### src/design/rif_pkg.sv
`timescale 1ns / 1ps
`default_nettype none

package rif_pkg;

   // default sizing
   localparam int DEF_STACK_DEPTH     = 128;
   localparam int DEF_MAX_PATTERN_LEN = 4096;
   localparam int DEF_MAX_ALTERNATES  = 31;

   // operator bytes
   localparam logic [7:0] CH_LPAREN = 8'h28;
   localparam logic [7:0] CH_RPAREN = 8'h29;
   localparam logic [7:0] CH_STAR   = 8'h2A;
   localparam logic [7:0] CH_PLUS   = 8'h2B;
   localparam logic [7:0] CH_QMARK  = 8'h3F;
   localparam logic [7:0] CH_BAR    = 8'h7C;

   typedef enum logic [2:0] {
      TK_LIT  = 3'd0,
      TK_CAT  = 3'd1,
      TK_ALT  = 3'd2,
      TK_STAR = 3'd3,
      TK_PLUS = 3'd4,
      TK_OPT  = 3'd5,
      TK_END  = 3'd6
   } token_kind_type;

   typedef enum logic [2:0] {
      ST_OK     = 3'd0,
      ST_SYNTAX = 3'd1,
      ST_NEST   = 3'd2,
      ST_LONG   = 3'd3,
      ST_ALTS   = 3'd4
   } status_type;

   // request class after decode
   typedef enum logic [2:0] {
      OP_LIT,
      OP_OPEN,
      OP_CLOSE,
      OP_BAR,
      OP_STAR,
      OP_PLUS,
      OP_OPT,
      OP_END
   } op_type;

   typedef struct packed {
      op_type     op;
      logic [7:0] ch;
   } entry_type;

endpackage

`default_nettype wire

### src/design/rif_channels.sv
`timescale 1ns / 1ps
`default_nettype none

interface rif_req_if;
   logic       valid;
   logic       ready;
   logic       command;
   logic [7:0] pattern_char;

   modport source (output valid, output command, output pattern_char, input ready);
   modport sink   (input valid, input command, input pattern_char, output ready);
endinterface

interface rif_rsp_if;
   logic       valid;
   logic       ready;
   logic [2:0] token_kind;
   logic [7:0] literal_char;
   logic [2:0] status;
   logic       last_of_run;

   modport source (output valid, output token_kind, output literal_char, output status,
                   output last_of_run, input ready);
   modport sink   (input valid, input token_kind, input literal_char, input status,
                   input last_of_run, output ready);
endinterface

`default_nettype wire

### src/design/rif_classify.sv
`timescale 1ns / 1ps
`default_nettype none

module rif_classify (
   rif_req_if.sink             req_ch,
   output logic                push_valid,
   output rif_pkg::entry_type  push_entry,
   input  logic                push_ready
);
   import rif_pkg::*;

   assign push_valid   = req_ch.valid;
   assign req_ch.ready = push_ready;

   always_comb begin
      push_entry.ch = req_ch.pattern_char;
      if (req_ch.command) begin
         push_entry.op = OP_END;
      end else begin
         case (req_ch.pattern_char)
            CH_LPAREN: push_entry.op = OP_OPEN;
            CH_RPAREN: push_entry.op = OP_CLOSE;
            CH_BAR:    push_entry.op = OP_BAR;
            CH_STAR:   push_entry.op = OP_STAR;
            CH_PLUS:   push_entry.op = OP_PLUS;
            CH_QMARK:  push_entry.op = OP_OPT;
            default:   push_entry.op = OP_LIT;
         endcase
      end
   end

endmodule

`default_nettype wire

### src/design/rif_queue.sv
`timescale 1ns / 1ps
`default_nettype none

module rif_queue (
   input  logic                clock,
   input  logic                reset,
   input  logic                push_valid,
   output logic                push_ready,
   input  rif_pkg::entry_type  push_entry,
   output logic                pop_valid,
   input  logic                pop_ready,
   output rif_pkg::entry_type  pop_entry
);
   import rif_pkg::*;

   // two-entry ring
   entry_type   slot_ff [2];
   logic        wr_ptr_ff, wr_ptr_in;
   logic        rd_ptr_ff, rd_ptr_in;
   logic [1:0]  count_ff, count_in;
   logic        push, pop;

   assign push_ready = (count_ff != 2'd2);
   assign pop_valid  = (count_ff != 2'd0);
   assign pop_entry  = slot_ff[rd_ptr_ff];
   assign push       = push_valid && push_ready;
   assign pop        = pop_valid && pop_ready;

   always_comb begin
      wr_ptr_in = push ? ~wr_ptr_ff : wr_ptr_ff;
      rd_ptr_in = pop ? ~rd_ptr_ff : rd_ptr_ff;
      count_in  = count_ff;
      if (push && !pop) begin
         count_in = count_ff + 2'd1;
      end else if (pop && !push) begin
         count_in = count_ff - 2'd1;
      end
   end

   always_ff @(posedge clock) begin
      if (reset) begin
         wr_ptr_ff <= 1'b0;
         rd_ptr_ff <= 1'b0;
         count_ff  <= 2'd0;
      end else begin
         wr_ptr_ff <= wr_ptr_in;
         rd_ptr_ff <= rd_ptr_in;
         count_ff  <= count_in;
      end
   end

   always_ff @(posedge clock) begin
      if (push) begin
         slot_ff[wr_ptr_ff] <= push_entry;
      end
   end

endmodule

`default_nettype wire

### src/design/rif_back.sv
`timescale 1ns / 1ps
`default_nettype none

module rif_back #(
   parameter int STACK_DEPTH     = rif_pkg::DEF_STACK_DEPTH,
   parameter int MAX_PATTERN_LEN = rif_pkg::DEF_MAX_PATTERN_LEN,
   parameter int MAX_ALTERNATES  = rif_pkg::DEF_MAX_ALTERNATES
) (
   input  logic                clock,
   input  logic                reset,
   input  logic                q_valid,
   output logic                q_ready,
   input  rif_pkg::entry_type  q_entry,
   rif_rsp_if.source           rsp_ch
);
   import rif_pkg::*;

   localparam int ALT_W  = $clog2(MAX_ALTERNATES + 1);
   localparam int LVL_W  = $clog2(STACK_DEPTH + 1);
   localparam int IDX_W  = (STACK_DEPTH > 1) ? $clog2(STACK_DEPTH) : 1;
   localparam int CHAR_W = $clog2(MAX_PATTERN_LEN);

   typedef struct packed {
      logic [ALT_W-1:0] alts;
      logic [1:0]       atoms;
   } saved_type;

   typedef enum logic [1:0] {S_IDLE, S_RUN, S_POP} state_type;

   // group stack
   saved_type  stack_mem [STACK_DEPTH];
   saved_type  rd_data_ff;
   saved_type  wr_data;
   logic       mem_we;

   state_type        state_ff, state_in;
   logic [ALT_W-1:0] alt_count_ff, alt_count_in;
   logic [1:0]       atom_count_ff, atom_count_in;
   logic [LVL_W-1:0] stack_level_ff, stack_level_in;
   logic [CHAR_W-1:0] char_count_ff, char_count_in;
   status_type       err_ff, err_in;

   // pending emissions of the request in progress
   logic             cat_pend_ff, cat_pend_in;
   logic [ALT_W-1:0] alt_left_ff, alt_left_in;
   logic             fin_pend_ff, fin_pend_in;
   token_kind_type   fin_kind_ff, fin_kind_in;
   logic [7:0]       fin_char_ff, fin_char_in;
   status_type       fin_status_ff, fin_status_in;
   logic             pop_pend_ff, pop_pend_in;

   // output register
   logic             rsp_valid_ff, rsp_valid_in;
   token_kind_type   rsp_kind_ff, rsp_kind_in;
   logic [7:0]       rsp_char_ff, rsp_char_in;
   status_type       rsp_status_ff, rsp_status_in;
   logic             rsp_last_ff, rsp_last_in;

   logic             out_free;
   logic             has_job;
   logic             emit;
   status_type       end_st;

   assign q_ready             = (state_ff == S_IDLE);
   assign rsp_ch.valid        = rsp_valid_ff;
   assign rsp_ch.token_kind   = rsp_kind_ff;
   assign rsp_ch.literal_char = rsp_char_ff;
   assign rsp_ch.status       = rsp_status_ff;
   assign rsp_ch.last_of_run  = rsp_last_ff;

   assign out_free = !rsp_valid_ff || rsp_ch.ready;
   assign has_job  = cat_pend_ff || (alt_left_ff != '0) || fin_pend_ff;

   always_comb begin
      state_in       = state_ff;
      alt_count_in   = alt_count_ff;
      atom_count_in  = atom_count_ff;
      stack_level_in = stack_level_ff;
      char_count_in  = char_count_ff;
      err_in         = err_ff;
      cat_pend_in    = cat_pend_ff;
      alt_left_in    = alt_left_ff;
      fin_pend_in    = fin_pend_ff;
      fin_kind_in    = fin_kind_ff;
      fin_char_in    = fin_char_ff;
      fin_status_in  = fin_status_ff;
      pop_pend_in    = pop_pend_ff;
      rsp_valid_in   = rsp_valid_ff && !rsp_ch.ready;
      rsp_kind_in    = rsp_kind_ff;
      rsp_char_in    = rsp_char_ff;
      rsp_status_in  = rsp_status_ff;
      rsp_last_in    = rsp_last_ff;
      mem_we         = 1'b0;
      wr_data.alts   = alt_count_ff;
      wr_data.atoms  = (atom_count_ff > 2'd1) ? 2'd1 : atom_count_ff;
      emit           = 1'b0;
      end_st         = err_ff;

      case (state_ff)
         S_IDLE: begin
            if (q_valid) begin
               cat_pend_in   = 1'b0;
               alt_left_in   = '0;
               fin_pend_in   = 1'b0;
               fin_kind_in   = TK_LIT;
               fin_char_in   = 8'd0;
               fin_status_in = ST_OK;
               pop_pend_in   = 1'b0;
               if (q_entry.op == OP_END) begin
                  if (err_ff == ST_OK && (stack_level_ff != '0 || atom_count_ff == 2'd0)) begin
                     end_st = ST_SYNTAX;
                  end
                  if (end_st == ST_OK) begin
                     cat_pend_in = (atom_count_ff > 2'd1);
                     alt_left_in = alt_count_ff;
                  end
                  fin_pend_in    = 1'b1;
                  fin_kind_in    = TK_END;
                  fin_status_in  = end_st;
                  alt_count_in   = '0;
                  atom_count_in  = 2'd0;
                  stack_level_in = '0;
                  char_count_in  = '0;
                  err_in         = ST_OK;
               end else if (err_ff != ST_OK) begin
                  // error latched: drop bytes until the end request
               end else if (char_count_ff >= CHAR_W'(MAX_PATTERN_LEN - 1)) begin
                  err_in = ST_LONG;
               end else begin
                  char_count_in = char_count_ff + 1'b1;
                  case (q_entry.op)
                     OP_OPEN: begin
                        if (stack_level_ff >= LVL_W'(STACK_DEPTH)) begin
                           err_in = ST_NEST;
                        end else begin
                           cat_pend_in    = (atom_count_ff > 2'd1);
                           mem_we         = 1'b1;
                           stack_level_in = stack_level_ff + 1'b1;
                           alt_count_in   = '0;
                           atom_count_in  = 2'd0;
                        end
                     end
                     OP_CLOSE: begin
                        if (stack_level_ff == '0 || atom_count_ff == 2'd0) begin
                           err_in = ST_SYNTAX;
                        end else begin
                           cat_pend_in    = (atom_count_ff > 2'd1);
                           alt_left_in    = alt_count_ff;
                           stack_level_in = stack_level_ff - 1'b1;
                           pop_pend_in    = 1'b1;
                        end
                     end
                     OP_BAR: begin
                        if (atom_count_ff == 2'd0) begin
                           err_in = ST_SYNTAX;
                        end else if (alt_count_ff >= ALT_W'(MAX_ALTERNATES)) begin
                           err_in = ST_ALTS;
                        end else begin
                           cat_pend_in   = (atom_count_ff > 2'd1);
                           atom_count_in = 2'd0;
                           alt_count_in  = alt_count_ff + 1'b1;
                        end
                     end
                     OP_STAR, OP_PLUS, OP_OPT: begin
                        if (atom_count_ff == 2'd0) begin
                           err_in = ST_SYNTAX;
                        end else begin
                           fin_pend_in = 1'b1;
                           case (q_entry.op)
                              OP_STAR: fin_kind_in = TK_STAR;
                              OP_PLUS: fin_kind_in = TK_PLUS;
                              default: fin_kind_in = TK_OPT;
                           endcase
                        end
                     end
                     default: begin
                        cat_pend_in   = (atom_count_ff > 2'd1);
                        fin_pend_in   = 1'b1;
                        fin_kind_in   = TK_LIT;
                        fin_char_in   = q_entry.ch;
                        atom_count_in = (atom_count_ff > 2'd1) ? 2'd2 : atom_count_ff + 2'd1;
                     end
                  endcase
               end
               if (cat_pend_in || alt_left_in != '0 || fin_pend_in || pop_pend_in) begin
                  state_in = S_RUN;
               end
            end
         end
         S_RUN: begin
            if (!has_job) begin
               state_in = pop_pend_ff ? S_POP : S_IDLE;
            end else if (out_free) begin
               emit          = 1'b1;
               rsp_char_in   = 8'd0;
               rsp_status_in = ST_OK;
               if (cat_pend_ff) begin
                  rsp_kind_in = TK_CAT;
                  rsp_last_in = (alt_left_ff == '0) && !fin_pend_ff;
                  cat_pend_in = 1'b0;
               end else if (alt_left_ff != '0) begin
                  rsp_kind_in = TK_ALT;
                  rsp_last_in = (alt_left_ff == ALT_W'(1)) && !fin_pend_ff;
                  alt_left_in = alt_left_ff - 1'b1;
               end else begin
                  rsp_kind_in   = fin_kind_ff;
                  rsp_char_in   = fin_char_ff;
                  rsp_status_in = fin_status_ff;
                  rsp_last_in   = 1'b1;
                  fin_pend_in   = 1'b0;
               end
               if (rsp_last_in) begin
                  state_in = pop_pend_ff ? S_POP : S_IDLE;
               end
            end
         end
         S_POP: begin
            // read data settled: restore the outer group's counts
            alt_count_in  = rd_data_ff.alts;
            atom_count_in = rd_data_ff.atoms + 2'd1;
            pop_pend_in   = 1'b0;
            state_in      = S_IDLE;
         end
         default: begin
            state_in = S_IDLE;
         end
      endcase

      if (emit) begin
         rsp_valid_in = 1'b1;
      end
   end

   always_ff @(posedge clock) begin
      if (reset) begin
         state_ff       <= S_IDLE;
         alt_count_ff   <= '0;
         atom_count_ff  <= 2'd0;
         stack_level_ff <= '0;
         char_count_ff  <= '0;
         err_ff         <= ST_OK;
         cat_pend_ff    <= 1'b0;
         alt_left_ff    <= '0;
         fin_pend_ff    <= 1'b0;
         pop_pend_ff    <= 1'b0;
         rsp_valid_ff   <= 1'b0;
      end else begin
         state_ff       <= state_in;
         alt_count_ff   <= alt_count_in;
         atom_count_ff  <= atom_count_in;
         stack_level_ff <= stack_level_in;
         char_count_ff  <= char_count_in;
         err_ff         <= err_in;
         cat_pend_ff    <= cat_pend_in;
         alt_left_ff    <= alt_left_in;
         fin_pend_ff    <= fin_pend_in;
         pop_pend_ff    <= pop_pend_in;
         rsp_valid_ff   <= rsp_valid_in;
      end
      fin_kind_ff   <= fin_kind_in;
      fin_char_ff   <= fin_char_in;
      fin_status_ff <= fin_status_in;
      rsp_kind_ff   <= rsp_kind_in;
      rsp_char_ff   <= rsp_char_in;
      rsp_status_ff <= rsp_status_in;
      rsp_last_ff   <= rsp_last_in;
   end

   // stack: write at the current level, registered read of the top entry
   always_ff @(posedge clock) begin
      if (mem_we) begin
         stack_mem[stack_level_ff[IDX_W-1:0]] <= wr_data;
      end
      rd_data_ff <= stack_mem[stack_level_ff[IDX_W-1:0]];
   end

   a_atom_range: assert property (@(posedge clock) disable iff (reset)
      atom_count_ff != 2'd3)
      else $error("atom count out of range");

   a_level_range: assert property (@(posedge clock) disable iff (reset)
      stack_level_ff <= LVL_W'(STACK_DEPTH) && alt_count_ff <= ALT_W'(MAX_ALTERNATES))
      else $error("group level or alternation count beyond limit");

   a_pop_after_run: assert property (@(posedge clock) disable iff (reset)
      state_ff == S_POP |-> $past(state_ff) == S_RUN)
      else $error("stack restore without a read cycle");

   a_err_sticky: assert property (@(posedge clock) disable iff (reset)
      (state_ff == S_IDLE && q_valid && q_entry.op != OP_END && err_ff != ST_OK)
      |=> err_ff == $past(err_ff))
      else $error("latched error changed before end request");

   a_end_last: assert property (@(posedge clock) disable iff (reset)
      (rsp_valid_ff && rsp_kind_ff == TK_END) |-> rsp_last_ff)
      else $error("end token not marked last");

endmodule

`default_nettype wire

### src/design/regex_infix_to_postfix_unit.sv
// Regex infix-to-postfix converter.
// req_ch: one request per pattern byte (command 0) or an end request (command 1).
//   Operators are ( ) | * + ?; every other byte is a literal.
// rsp_ch: postfix tokens (literal, concat, alternate, star, plus, optional, end);
//   last_of_run marks the final token a request produces. A request may produce
//   none (error latched, operator with nothing to emit) or up to 33 tokens.
// Both channels are valid/ready; a transfer happens when both are high.
// Sequence: a request is first decoded, then its tokens are emitted one after
//   another; a closing group then restores counts from the group stack. The
//   single token engine of the back end sets the rate; a 2-entry queue in front
//   keeps accepting while it works.
// A request passes the queue and the decode step before its first token is registered.
// A stalled receiver holds the output register; the back end waits, the queue
//   fills and req_ch.ready then drops. No token is dropped or repeated.
// After an error, bytes are swallowed until the end request, which reports status.
// The end request returns all counters to the reset state.
// Reset (synchronous, active high) clears counters, queue and output valid;
//   the group stack needs no clearing since only pushed entries are read.
`timescale 1ns / 1ps
`default_nettype none

module regex_infix_to_postfix_unit #(
   parameter int STACK_DEPTH     = rif_pkg::DEF_STACK_DEPTH,
   parameter int MAX_PATTERN_LEN = rif_pkg::DEF_MAX_PATTERN_LEN,
   parameter int MAX_ALTERNATES  = rif_pkg::DEF_MAX_ALTERNATES
) (
   input  logic       clock,
   input  logic       reset,
   rif_req_if.sink    req_ch,
   rif_rsp_if.source  rsp_ch
);
   import rif_pkg::*;

   // front end: classify and enqueue
   logic       push_valid;
   logic       push_ready;
   entry_type  push_entry;

   // back end: pull from queue
   logic       pop_valid;
   logic       pop_ready;
   entry_type  pop_entry;

   rif_classify u_classify (
      .req_ch     (req_ch),
      .push_valid (push_valid),
      .push_entry (push_entry),
      .push_ready (push_ready)
   );

   rif_queue u_queue (
      .clock      (clock),
      .reset      (reset),
      .push_valid (push_valid),
      .push_ready (push_ready),
      .push_entry (push_entry),
      .pop_valid  (pop_valid),
      .pop_ready  (pop_ready),
      .pop_entry  (pop_entry)
   );

   rif_back #(
      .STACK_DEPTH     (STACK_DEPTH),
      .MAX_PATTERN_LEN (MAX_PATTERN_LEN),
      .MAX_ALTERNATES  (MAX_ALTERNATES)
   ) u_back (
      .clock   (clock),
      .reset   (reset),
      .q_valid (pop_valid),
      .q_ready (pop_ready),
      .q_entry (pop_entry),
      .rsp_ch  (rsp_ch)
   );

endmodule

`default_nettype wire
### src/flat_wrapper.sv
// flat-port wrapper written by rule: the top's interface ports become plain ports
module regex_infix_to_postfix_unit_flat import rif_pkg::*;
#(
   parameter int STACK_DEPTH     = rif_pkg::DEF_STACK_DEPTH,
   parameter int MAX_PATTERN_LEN = rif_pkg::DEF_MAX_PATTERN_LEN,
   parameter int MAX_ALTERNATES  = rif_pkg::DEF_MAX_ALTERNATES
)
  (clock, reset, req_ch_valid, req_ch_command, req_ch_pattern_char, req_ch_ready, rsp_ch_valid, rsp_ch_token_kind, rsp_ch_literal_char, rsp_ch_status, rsp_ch_last_of_run, rsp_ch_ready);
  rif_req_if req_ch_i ();
  rif_rsp_if rsp_ch_i ();
  input  logic clock;
  input  logic reset;
  input wire logic [$bits(req_ch_i.valid)-1:0] req_ch_valid;
  input wire logic [$bits(req_ch_i.command)-1:0] req_ch_command;
  input wire logic [$bits(req_ch_i.pattern_char)-1:0] req_ch_pattern_char;
  output wire logic [$bits(req_ch_i.ready)-1:0] req_ch_ready;
  output wire logic [$bits(rsp_ch_i.valid)-1:0] rsp_ch_valid;
  output wire logic [$bits(rsp_ch_i.token_kind)-1:0] rsp_ch_token_kind;
  output wire logic [$bits(rsp_ch_i.literal_char)-1:0] rsp_ch_literal_char;
  output wire logic [$bits(rsp_ch_i.status)-1:0] rsp_ch_status;
  output wire logic [$bits(rsp_ch_i.last_of_run)-1:0] rsp_ch_last_of_run;
  input wire logic [$bits(rsp_ch_i.ready)-1:0] rsp_ch_ready;
  assign req_ch_i.valid = req_ch_valid;
  assign req_ch_i.command = req_ch_command;
  assign req_ch_i.pattern_char = req_ch_pattern_char;
  assign req_ch_ready = req_ch_i.ready;
  assign rsp_ch_valid = rsp_ch_i.valid;
  assign rsp_ch_token_kind = rsp_ch_i.token_kind;
  assign rsp_ch_literal_char = rsp_ch_i.literal_char;
  assign rsp_ch_status = rsp_ch_i.status;
  assign rsp_ch_last_of_run = rsp_ch_i.last_of_run;
  assign rsp_ch_i.ready = rsp_ch_ready;
  regex_infix_to_postfix_unit #(.STACK_DEPTH(STACK_DEPTH), .MAX_PATTERN_LEN(MAX_PATTERN_LEN), .MAX_ALTERNATES(MAX_ALTERNATES)) u_core (.clock(clock), .reset(reset), .req_ch(req_ch_i), .rsp_ch(rsp_ch_i));
endmodule
### config.mk
export PLATFORM = sky130hd
export DESIGN_NAME = regex_infix_to_postfix_unit_flat
export DESIGN_NICKNAME = d
export VERILOG_FILES = /design/src/design/rif_pkg.sv /design/src/design/rif_channels.sv /design/src/design/rif_classify.sv /design/src/design/rif_queue.sv /design/src/design/rif_back.sv /design/src/design/regex_infix_to_postfix_unit.sv /design/src/flat_wrapper.sv
export SDC_FILE = /design/constraint.sdc
export NUM_CORES = 1
export LEC_CHECK = 0
export BUFFER_PORTS_ARGS = -buffer_cell sky130_fd_sc_hd__buf_2
export CORE_MARGIN = 2
export CORE_UTILIZATION = 30
export DETAILED_ROUTE_END_ITERATION = 6
export MAX_ROUTING_LAYER = met4
export PLACE_DENSITY = 0.42
export SKIP_CTS_REPAIR_TIMING = 1
export SYNTH_ARGS = -nofsm -noshare
export SYNTH_HDL_FRONTEND = slang
export SYNTH_SLANG_ARGS = --single-unit
### constraint.sdc
create_clock -name clock -period 7.1 [get_ports clock]
set_input_delay 1.42 -clock clock [delete_from_list [all_inputs] [get_ports clock]]
set_output_delay 1.42 -clock clock [all_outputs]
set_load 0.02 [all_outputs]
==> reports/summary.txt <==
DRT antenna net count -> 0
Endpoint type of the worst setup path -> flop
CTS buffer count -> 109
Clock sink count -> 1000
Critical path data required time -> 7.45 ns
Setup Crit Path Kind -> flop to flop
Post-DP Area -> 43000 sq um
Period utilisation layout -> 65.0%
First-pass GRT wire length -> 196 mm
Commonest non-fill, non-tap cells in the layout -> 947 x edfxtp_1, 231 x nor2_1, 128 x conb_1
Post-DP HPWL -> 87.4 mm
Share of the synthesized area in the top cell type -> 70.5%
R2R depth -> 6
Top_reg_cell synth -> edfxtp_1
CTS max path bufs -> 3
Grt peak-use layer -> met2
Fin crit period -> 4.62 ns
Tot GR Track Use -> 20.9%
Pre-antenna DRT Iters -> 6
PwrDens -> 352 nW/um^2
Most common cell after layout, fill and taps aside -> edfxtp_1
CP peak stage delay -> 0.94 ns
Post-synthesis cell area -> 40400 sq um
Skew-Pair Late Insertion Delay -> 0.73 ns
H-tree levels -> 3
Slew headroom -> 13.7%
Root Driver -> clkbuf_16
Fin area -> 46500 sq um
Port Buffers -> 29
Placed cells -> 4299
Hold depth -> 2
CTS tree -> yes
Cell taking the most area after synthesis -> edfxtp_1
Overall Power -> 16.4 mW
Synth Warn # -> 0
Crit path depth -> 6
Ant. Diodes -> 0
Top post-synthesis cells by area -> edfxtp_1 70%, mux4_2 3.7%, dfxtp_1 2.6%
Drt wl/cell -> 31.1 microns
Routability cong. -> 0.884
Fin nets -> 2668
Count of different cell masters after synthesis -> 89
DRC errors left -> 0
GR Layer Usage met2 -> 33.5%
Post-synth ARST share -> 0%
Critical path arrival -> 4.96 ns
Hold_sp -> u_core.u_back.atom_count_ff[0]
#FFs+latches synth -> 1000
Worst vdd ir -> 0.212 mV
Final Max Tran Viols -> 0
Clock transition at path regs -> 0.06 ns
Area Overhead vs Synth -> 15.3%
Pin count of the biggest net entering global routing -> 98
CP Buf/Inv Count -> 0
Die width -> 371 microns
Layout cells sized above 1 -> 16.4%
Outcome -> finished clean
Avg Inst Size Synth -> 16.3 sq um
Chip height -> 371 microns
Initial core utilization -> 30.2%
Initial antenna violation count -> 5
Via density per instance -> 5.38
Final hold vios -> 0
Via Count -> 24227
Hold Crit Class -> flop to flop
DRT iter0 DRCs -> 2807
Max-cap violations -> 0
Routing usage on met1 -> 27.5%
Setup Skew -> 0.0373 ns
Setup_tns -> 0 ns
Total Wirelength -> 140 mm
Die Area -> 137000 sq um
Total grt overflow -> 0
Std-Cell Rows -> 134
Kind of start point of the critical path -> flop
RSZ-0062 raised after global routing -> no
Final Core Density -> 34.9%
Top delay family on crit path -> simple AND/OR/NAND/NOR gates
Slew @ Worst Pin -> 1.28 ns
Sequential-to-total area share from yosys stat -> 73.1%
Final setup viols -> 0
Post-synth EDFFs -> 947
Core ar. -> 133000 sq um
P_leak -> 14.7 nW
Top Ports -> 30
Synth Instances -> 2478
Crit-path max FO -> 21
CP max stage cell -> dfxtp_1
Met3 usage -> 3.80%
Final Instance Count excl. Fillers -> 4503
Crit-path cells -> nand4b_1 -> nand2_1 -> nor3_2 -> and2_1 -> nand3_2 -> nor2_1
Vias in the first global route -> 24393
Max Freq -> 217 MHz
==> synth_stat cells (all sizes together), types with 19 or more instances <==
master  count
a21oi      69
clkbuf     71
nor3       25
and2       26
dfxtp      53
a22oi      77
nand2      90
buf        90
mux4       68
a22o       19
nor2      234
edfxtp    947
a221o      19
o21ai      60
mux2i      83
mux2       92
nand3      41
a221oi     94
o22ai      38
==> power breakdown <==
group / switching (mW) / internal [mW]
clock: 2.39 / 3.32
sequential: 0.322 / 7.36
combinational: 2.23 / 0.747
==> metal layers <==
layer	wire [microns]	part of all wire, %
met1	59400	42
met2	67500	48
met3	9980	7.1
met4	3060	2.2
met5	0	0
==> logic make-up after synthesis <==
kind of cell    count (synthesis)  share of synthesized area (%)
mux                           243                           8.45
xor+xnor                       21                          0.456
compound gates                499                           9.16
simple gates                  526                           6.26
fa+ha+maj                      13                          0.422
buf+inv                       175                           2.14
flops                        1000                           73.1
other cells                     1                        0.00929
==> flip-flops by register name, summed over array words and instances, names as in the netlist, 2 cells and up, named ones only <==
signal and flops:
u_core.u_back.stack_mem 896, u_core.u_queue.slot_ff 22, u_core.u_back.char_count_ff 12, u_core.u_back.fin_char_ff 8
u_core.u_back.rsp_ch.literal_char 8, u_core.u_back.stack_level_ff 8, u_core.u_back.rd_data_ff 7, u_core.u_back.alt_count_ff 5
u_core.u_back.alt_left_ff 5, u_core.u_back.err_ff 3, u_core.u_back.fin_kind_ff 3, u_core.u_back.fin_status_ff 3
u_core.u_back.rsp_ch.status 3, u_core.u_back.rsp_ch.token_kind 3, u_core.u_back.atom_count_ff 2, u_core.u_back.state_ff 2
u_core.u_queue.count_ff 2
==> stage by stage <==
step                setup slack [ns]  hold slack (ns)
global placement                2.60            0.477
detailed placement              2.42            0.487
global route                    2.16            0.516
floorplan                       3.55            0.441
CTS                             2.37            0.498
finish                          2.48            0.500
==> worst register-to-register path: cells and delay by family (launching register included) <==
family / cells / cell delay (ns)
AND/OR/NAND/NOR: 6 / 3.32
flip-flops: 1 / 0.94
==> path summary, 6_finish.rpt <==
path | end | slack [ns]
max | u_core.u_back.stack_mem[87][4] | 2.48
min | u_core.u_back.atom_count_ff[0] | 0.50
max reg2reg | u_core.u_back.stack_mem[87][4] | 2.48
min reg2reg | u_core.u_back.atom_count_ff[0] | 0.50
==> final cells by class <==
class	instances	area, sq um
Clock buffer	139	2940
Clock inverter	65	623
Fill cell	12808	86900
Inverter	14	56.3
Multi-Input combinational cell	1430	10600
Sequential cell	1000	29500
Tap cell	1768	2210
Timing Repair Buffer	87	618
Power figures use the tool's default switching activity.
